==> config.mk <==
export PLATFORM = sky130hd
export DESIGN_NAME = spi_ctrl
export DESIGN_NICKNAME = d
export VERILOG_FILES = /design/src/design/spi_pkg.sv /design/src/design/spi_ctrl.sv
export SDC_FILE = /design/constraint.sdc
export NUM_CORES = 1
export LEC_CHECK = 0
export BUFFER_PORTS_ARGS = -buffer_cell sky130_fd_sc_hd__buf_2
export CAP_MARGIN = 30
export CORE_ASPECT_RATIO = 1.25
export CORE_MARGIN = 2
export CORE_UTILIZATION = 48
export DETAILED_ROUTE_END_ITERATION = 10
export PLACE_DENSITY = 0.71
export RECOVER_POWER = 50
export SETUP_SLACK_MARGIN = 0.1
export SLEW_MARGIN = 20
export SYNTH_ARGS = -nofsm -noshare
export SYNTH_HDL_FRONTEND = slang
export SYNTH_SLANG_ARGS = --single-unit
==> constraint.sdc <==
create_clock -name clk -period 2.15 [get_ports clk]
set_clock_uncertainty 0.05 [all_clocks]
set_input_delay 0.215 -clock clk [delete_from_list [all_inputs] [get_ports clk]]
set_output_delay 0.215 -clock clk [all_outputs]
set_load 0.005 [all_outputs]
==> src/design/spi_pkg.sv <==
// Shared types, codes and arithmetic helpers of the skeletal pose interpolator.
package spi_pkg;

	localparam int MAX_BONES_DEF = 128;

	// Configuration register indexes
	localparam logic [0:0] CFG_FRAME_COUNT = 1'b0;
	localparam logic [0:0] CFG_FRAME_RATE  = 1'b1;

	// Input function codes
	localparam logic [1:0] FUNC_TICK    = 2'd0;
	localparam logic [1:0] FUNC_BONE    = 2'd1;
	localparam logic [1:0] FUNC_RESTART = 2'd2;
	localparam logic [1:0] FUNC_UNUSED  = 2'd3;

	// Result kinds
	localparam logic KIND_FRAME = 1'b0;
	localparam logic KIND_BONE  = 1'b1;

	localparam logic [8:0]  FRAME_COUNT_RST = 9'd1;
	localparam logic [15:0] FRAME_RATE_RST  = 16'd7680;
	localparam logic [15:0] UNIT_Q13        = 16'h2000;
	localparam logic signed [37:0] ONE_Q28  = 38'sd268435456;

	// Step counts of each sequencer phase
	localparam logic [5:0] N_TICK  = 6'd1;
	localparam logic [5:0] N_BLEND = 6'd7;
	localparam logic [5:0] N_QPROD = 6'd9;
	localparam logic [5:0] N_QMAT  = 6'd1;
	localparam logic [5:0] N_PREAD = 6'd3;
	localparam logic [5:0] N_CAT   = 6'd36;
	localparam logic [5:0] N_STORE = 6'd3;

	typedef enum logic [3:0] {
		OP_NONE, OP_LOAD, OP_RESTART, OP_TICK, OP_BLEND, OP_QPROD,
		OP_QMAT, OP_PREAD, OP_CAT, OP_STORE, OP_EMIT
	} spi_op_t;

	typedef enum logic [3:0] {
		S_IDLE, S_TICK, S_BLEND, S_QPROD, S_QMAT, S_PREAD, S_CAT, S_STORE, S_EMIT
	} spi_state_t;

	typedef struct packed {
		spi_op_t    op;
		logic [5:0] step;
		logic       kind;
	} spi_cmd_t;

	typedef struct packed {
		logic has_parent;
	} spi_stat_t;

	// Pick one signed 16-bit lane of a packed word
	function automatic logic signed [15:0] lane16(input logic [63:0] w, input logic [1:0] k);
		return $signed(w[16*k +: 16]);
	endfunction

	// Round half up (toward plus infinity) while shifting right
	function automatic logic signed [37:0] round_shr(input logic signed [37:0] v,
		input int unsigned sh);
		logic signed [37:0] t;
		t = v + (38'sd1 <<< (sh - 1));
		return t >>> sh;
	endfunction

	function automatic logic signed [15:0] sat16(input logic signed [37:0] v);
		if (v > 38'sd32767)
			return 16'sh7fff;
		if (v < -38'sd32768)
			return 16'sh8000;
		return v[15:0];
	endfunction

	// One rotation matrix entry from two quaternion products
	function automatic logic signed [15:0] qm_entry(input logic signed [31:0] a,
		input logic signed [31:0] b, input logic neg_b, input logic diag);
		logic signed [37:0] s;
		logic signed [37:0] raw;
		s = neg_b ? (38'(a) - 38'(b)) : (38'(a) + 38'(b));
		raw = diag ? (ONE_Q28 - (s <<< 1)) : (s <<< 1);
		return sat16(round_shr(raw, 15));
	endfunction

	// Divide a step number below 48 by three
	function automatic logic [3:0] div3(input logic [5:0] s);
		logic [12:0] p;
		p = 13'(s) * 13'd43;
		return p[10:7];
	endfunction

	function automatic logic [63:0] ident_row(input logic [1:0] k);
		return 64'(UNIT_Q13) << (16 * k);
	endfunction

endpackage

==> src/design/spi_ctrl.sv <==
// Sequencer of the pose interpolator: steps the datapath through each item.
module spi_ctrl import spi_pkg::*; (
	input  logic      clk,
	input  logic      arst_n,
	input  logic      in_valid,
	output logic      in_stall,
	input  logic [1:0] func,
	input  spi_stat_t stat,
	output spi_cmd_t  cmd,
	output logic      out_valid,
	input  logic      out_stall
);

	spi_state_t state_q, state_d, nxt_state;
	logic [5:0] step_q, step_d, last_n;
	logic       kind_q, kind_d;
	logic       out_valid_q, out_valid_d;
	logic       run;
	spi_op_t    run_op;

	// State, step and result-slot registers
	always_ff @(posedge clk or negedge arst_n) begin
		if (!arst_n) begin
			state_q     <= S_IDLE;
			step_q      <= '0;
			kind_q      <= KIND_FRAME;
			out_valid_q <= 1'b0;
		end else begin
			state_q     <= state_d;
			step_q      <= step_d;
			kind_q      <= kind_d;
			out_valid_q <= out_valid_d;
		end
	end

	// Next state and commands
	always_comb begin
		state_d     = state_q;
		step_d      = step_q;
		kind_d      = kind_q;
		out_valid_d = out_valid_q && out_stall;
		cmd         = '{op: OP_NONE, step: step_q, kind: kind_q};
		run         = 1'b0;
		run_op      = OP_NONE;
		last_n      = '0;
		nxt_state   = S_IDLE;
		case (state_q)
			S_IDLE: begin
				if (in_valid) begin
					step_d = '0;
					case (func)
						FUNC_TICK: begin
							cmd.op  = OP_LOAD;
							kind_d  = KIND_FRAME;
							state_d = S_TICK;
						end
						FUNC_BONE: begin
							cmd.op  = OP_LOAD;
							kind_d  = KIND_BONE;
							state_d = S_BLEND;
						end
						FUNC_RESTART: cmd.op = OP_RESTART;
						default: ;
					endcase
				end
			end
			S_TICK: begin
				run = 1'b1; run_op = OP_TICK; last_n = N_TICK; nxt_state = S_EMIT;
			end
			S_BLEND: begin
				run = 1'b1; run_op = OP_BLEND; last_n = N_BLEND; nxt_state = S_QPROD;
			end
			S_QPROD: begin
				run = 1'b1; run_op = OP_QPROD; last_n = N_QPROD; nxt_state = S_QMAT;
			end
			S_QMAT: begin
				run = 1'b1; run_op = OP_QMAT; last_n = N_QMAT;
				nxt_state = stat.has_parent ? S_PREAD : S_STORE;
			end
			S_PREAD: begin
				run = 1'b1; run_op = OP_PREAD; last_n = N_PREAD; nxt_state = S_CAT;
			end
			S_CAT: begin
				run = 1'b1; run_op = OP_CAT; last_n = N_CAT; nxt_state = S_STORE;
			end
			S_STORE: begin
				run = 1'b1; run_op = OP_STORE; last_n = N_STORE; nxt_state = S_EMIT;
			end
			S_EMIT: begin
				// Load the result register once the slot is free
				if (!out_valid_q || !out_stall) begin
					cmd.op      = OP_EMIT;
					out_valid_d = 1'b1;
					state_d     = S_IDLE;
				end
			end
			default: state_d = S_IDLE;
		endcase
		// Issue the phase steps, then a drain step with no command
		if (run) begin
			if (step_q < last_n)
				cmd.op = run_op;
			if (step_q == last_n) begin
				state_d = nxt_state;
				step_d  = '0;
			end else begin
				step_d = step_q + 6'd1;
			end
		end
	end

	assign in_stall  = (state_q != S_IDLE);
	assign out_valid = out_valid_q;

`ifndef NO_ASSERTIONS
	a_emit_only: assert property (@(posedge clk) disable iff (!arst_n)
		$rose(out_valid_q) |-> $past(state_q == S_EMIT))
		else $error("result valid rose outside the emit state");
	a_cat_entry: assert property (@(posedge clk) disable iff (!arst_n)
		(state_q == S_CAT && $past(state_q) != S_CAT) |-> $past(state_q == S_PREAD))
		else $error("concatenation started without a parent read");
	a_step_bound: assert property (@(posedge clk) disable iff (!arst_n)
		run |-> step_q <= last_n)
		else $error("step counter ran past its phase");
	a_emit_wait: assert property (@(posedge clk) disable iff (!arst_n)
		(state_q == S_EMIT && out_valid_q && out_stall) |=> state_q == S_EMIT)
		else $error("result overwritten while stalled");
`endif

endmodule

==> impl_metrics.toml <==
[status]
status = "finished with violations"
violations = "setup timing"

[setup_path]
rrSetupSlack_ns = -0.02
rr_endpoint = "step_q[4]"
crit_required_ns = 1.88
path_delay_family = "compound AO/OA/AOI/OAI gates"
worstSetupPathType = "flip-flop to primary output"
timing.rr.start = "state_q[1]"
crit_slowest_cell = "dfrtp_2"
arrival_ns = 2.10
crit_chain = "nand2_4 > or3_4 > ha_4 > a211o_1 > nand2_2 > a31oi_1 > a211oi_1 > buf_2"
ff2ff_path_depth = 9
crit_path_end_kind = "primary output"
cp.depth = 8
start_kind = "flip-flop"
critPathMaxStageDelay_ns = 0.45
cp_max_fo = 5
worst-path-buf-inv = 1

[final_layout]
seqCellArea_um2 = 304
multi_input_area_um2 = 692
fin_cells = 160
area_growth_syn_to_layout_pct = 36.3
nets = 155
fillers = 133
drive_gt1_share_pct = 43.3
n_antenna_cell = 0

[placed_design]
preCtsSetupSlack_ns = 0.0477
dp_hpwl_mm = 1.71
port_buffers = 19
gp_congestion = 0.824
dp.cells = 146

[floorplan]
rows = 17
chipWidth_um = 43.5
die-area_um2 = 2320
start_util_pct = 51.8
coreArea_um2 = 1810
ios = 20
die_h_um = 53.4

[sta]
relSlewSlack_pct = 54.7
fin_crit_ns = 2.37
worstMarginPinSlew_ns = 0.680
hold_viol = 0
setup_violations = 8
fmax_mhz = 423
fin_crit_sh_pct = 110
report.final.slew_viol_count = 0
setup_slack_ns = -0.216
grt_setup_unrepaired = "yes"

[pwr]
switching_share_pct = 46.7
p_comb_share_pct = 74.9
p_int_w = 0.00121
p_seq_share_pct = 18.6
p_leak_nw = 0.578
clkPwrFrac_pct = 6.5
p_per_area_nw_per_um2 = 1780
vdd_ir_drop_max_uv = 978
p_sw_w = 0.00106

[synthesis]
synth_seq_cells = 12
synth-edff-count = 0
async_flop_share_pct = 100
synth-warning-count = 0
syn_avg_cell_area_um2 = 8.68
synth_seq_area_share_pct = 32.0
netlist_instances = 108
netlist_area_um2 = 937
synth_cell_type_count = 42
syn_nets = 121
synthFlopType = "dfrtp_1"

[cts]
path_clk_slew_ns = 0.08
cts_buffers = 3
clk_path_buf_depth = 2
htreeDepth = 1
clkLatencyLatePin_ns = 0.27
cts_sinks = 12
cts_tree = "yes"
cts_root_buf = "clkbuf_4"

[grt]
grt_max_degree = 18
track_usage_pct = 23.3
grt_pass1_wl_mm = 4.00
overflow = 0
grt_pass1_vias = 890
grt_antenna_before_repair = 0

[worst_hold_path]
hold_class = "input port to flip-flop"
holdPathEnd = "state_q[0]"
min_from = "func[0]"
whs_path_depth = 2

[routing]
top_layer = "met4"
met1_length_mm = 1.03
wl_per_cell_um = 16.2
first_iter_violations = 27
vias = 961
antenna_left = 0
drc = 0
vias_per_cell = 6.01
route.met2.wl_mm = 1.41
met3RoutedLength_um = 102
dr.pass1.iters = 4
wirelength_mm = 2.59

[run]
cap_violations = 0
-- power groups by stage --
stage	logic (W)	clock network (W)	registers [W]
final	0.00170	0.000147	0.000421
after global routing	0.00185	0.000160	0.000433
after CTS	0.00140	0.000151	0.000407
after detailed placement	0.00123	0	0.000425
after global placement	0.00120	0	0.000422
after floorplan	0.000927	0	0.000406
-- flip-flops by register name, summed over array words and instances (netlist names) --
signal     count
kind_q         1
step_q         6
out_valid      1
state_q        4
-- per-stage QoR --
step	total power (W)	util, %	cell area, um^2	setup TNS, ns	hold WS (ns)
4_1_cts	0.00196	66.0	1190	-0.830	0.120
3_3_place_gp	0.00162	60.3	1090	0	0.0572
6_report	0.00227	70.7	1280	-0.780	0.125
5_1_grt	0.00245	70.7	1280	-1.71	0.132
3_5_place_dp	0.00165	60.3	1090	0	0.0618
2_1_floorplan	0.00133	-	978	0	-0.131
-- area by class of cell --
type	instances	area share, %
Multi-Input combinational cell	87	54.2
Sequential cell	12	23.8
Timing Repair Buffer	35	17.2
Clock buffer	4	2.06
Tap cell	19	1.86
Inverter	3	0.881
-- what timing repair did --
action                     in CTS  in global routing
pin swaps                       7                  6
setup endpoints to repair      10                 12
cloned                          0                  0
hold endpoints to repair       12                  0
buffers inserted                5                  4
gates resized for setup         6                 10
hold buffers                    1                  0
-- worst max path at each step --
stage,from,to
global route,state_q[0],cmd[8]
finish,state_q[0],cmd[8]
global placement,state_q[1],cmd[8]
floorplan,state_q[2],step_q[2]
detailed placement,state_q[0],cmd[10]
CTS,state_q[2],cmd[8]
-- cell families after synthesis --
kind of cell,count (synthesis),synth area share [%]
muxes,2,2.27
and+or+nand+nor,54,33.4
DFF,12,32.0
AOI/OAI and AO/OA,19,13.6
xor gates and xnor gates,6,5.61
adders and majority gates,6,8.01
buffers and inverters,9,5.07
-- cell usage in the layout, fill, tap and decap left out, types with 4 or more instances in the layout --
cell,synthesis,routed
buf_2,2,18
nand2_1,17,15
buf_4,3,14
nor2_1,11,10
dfrtp_1,12,9
o21ai_1,5,5
xnor2_1,5,5
ha_1,6,4
-- per-layer routing --
metal  GRT usage [%]  up-vias
li1                -      452
met1            27.8      464
met2            42.8       38
met3            2.05        7
met4            8.59        0
met5               0        -
-- Yosys cell counts, types with 2 or more instances --
master / n / share of area [%]
buf_4: 3 / 2.4
ha_1: 6 / 8.0
dfrtp_1: 12 / 32
nor3_1: 3 / 1.6
o21ai_1: 5 / 2.7
a31oi_1: 3 / 2.0
xnor2_1: 5 / 4.7
inv_1: 2 / 0.80
or3_1: 3 / 2.0
nand2_1: 17 / 6.8
nor2b_1: 2 / 1.3
nor2_1: 11 / 4.4
nor3b_1: 2 / 1.6
buf_2: 2 / 1.1
nand3_1: 5 / 2.7
Note: power is estimated with default switching activity, not from simulation.
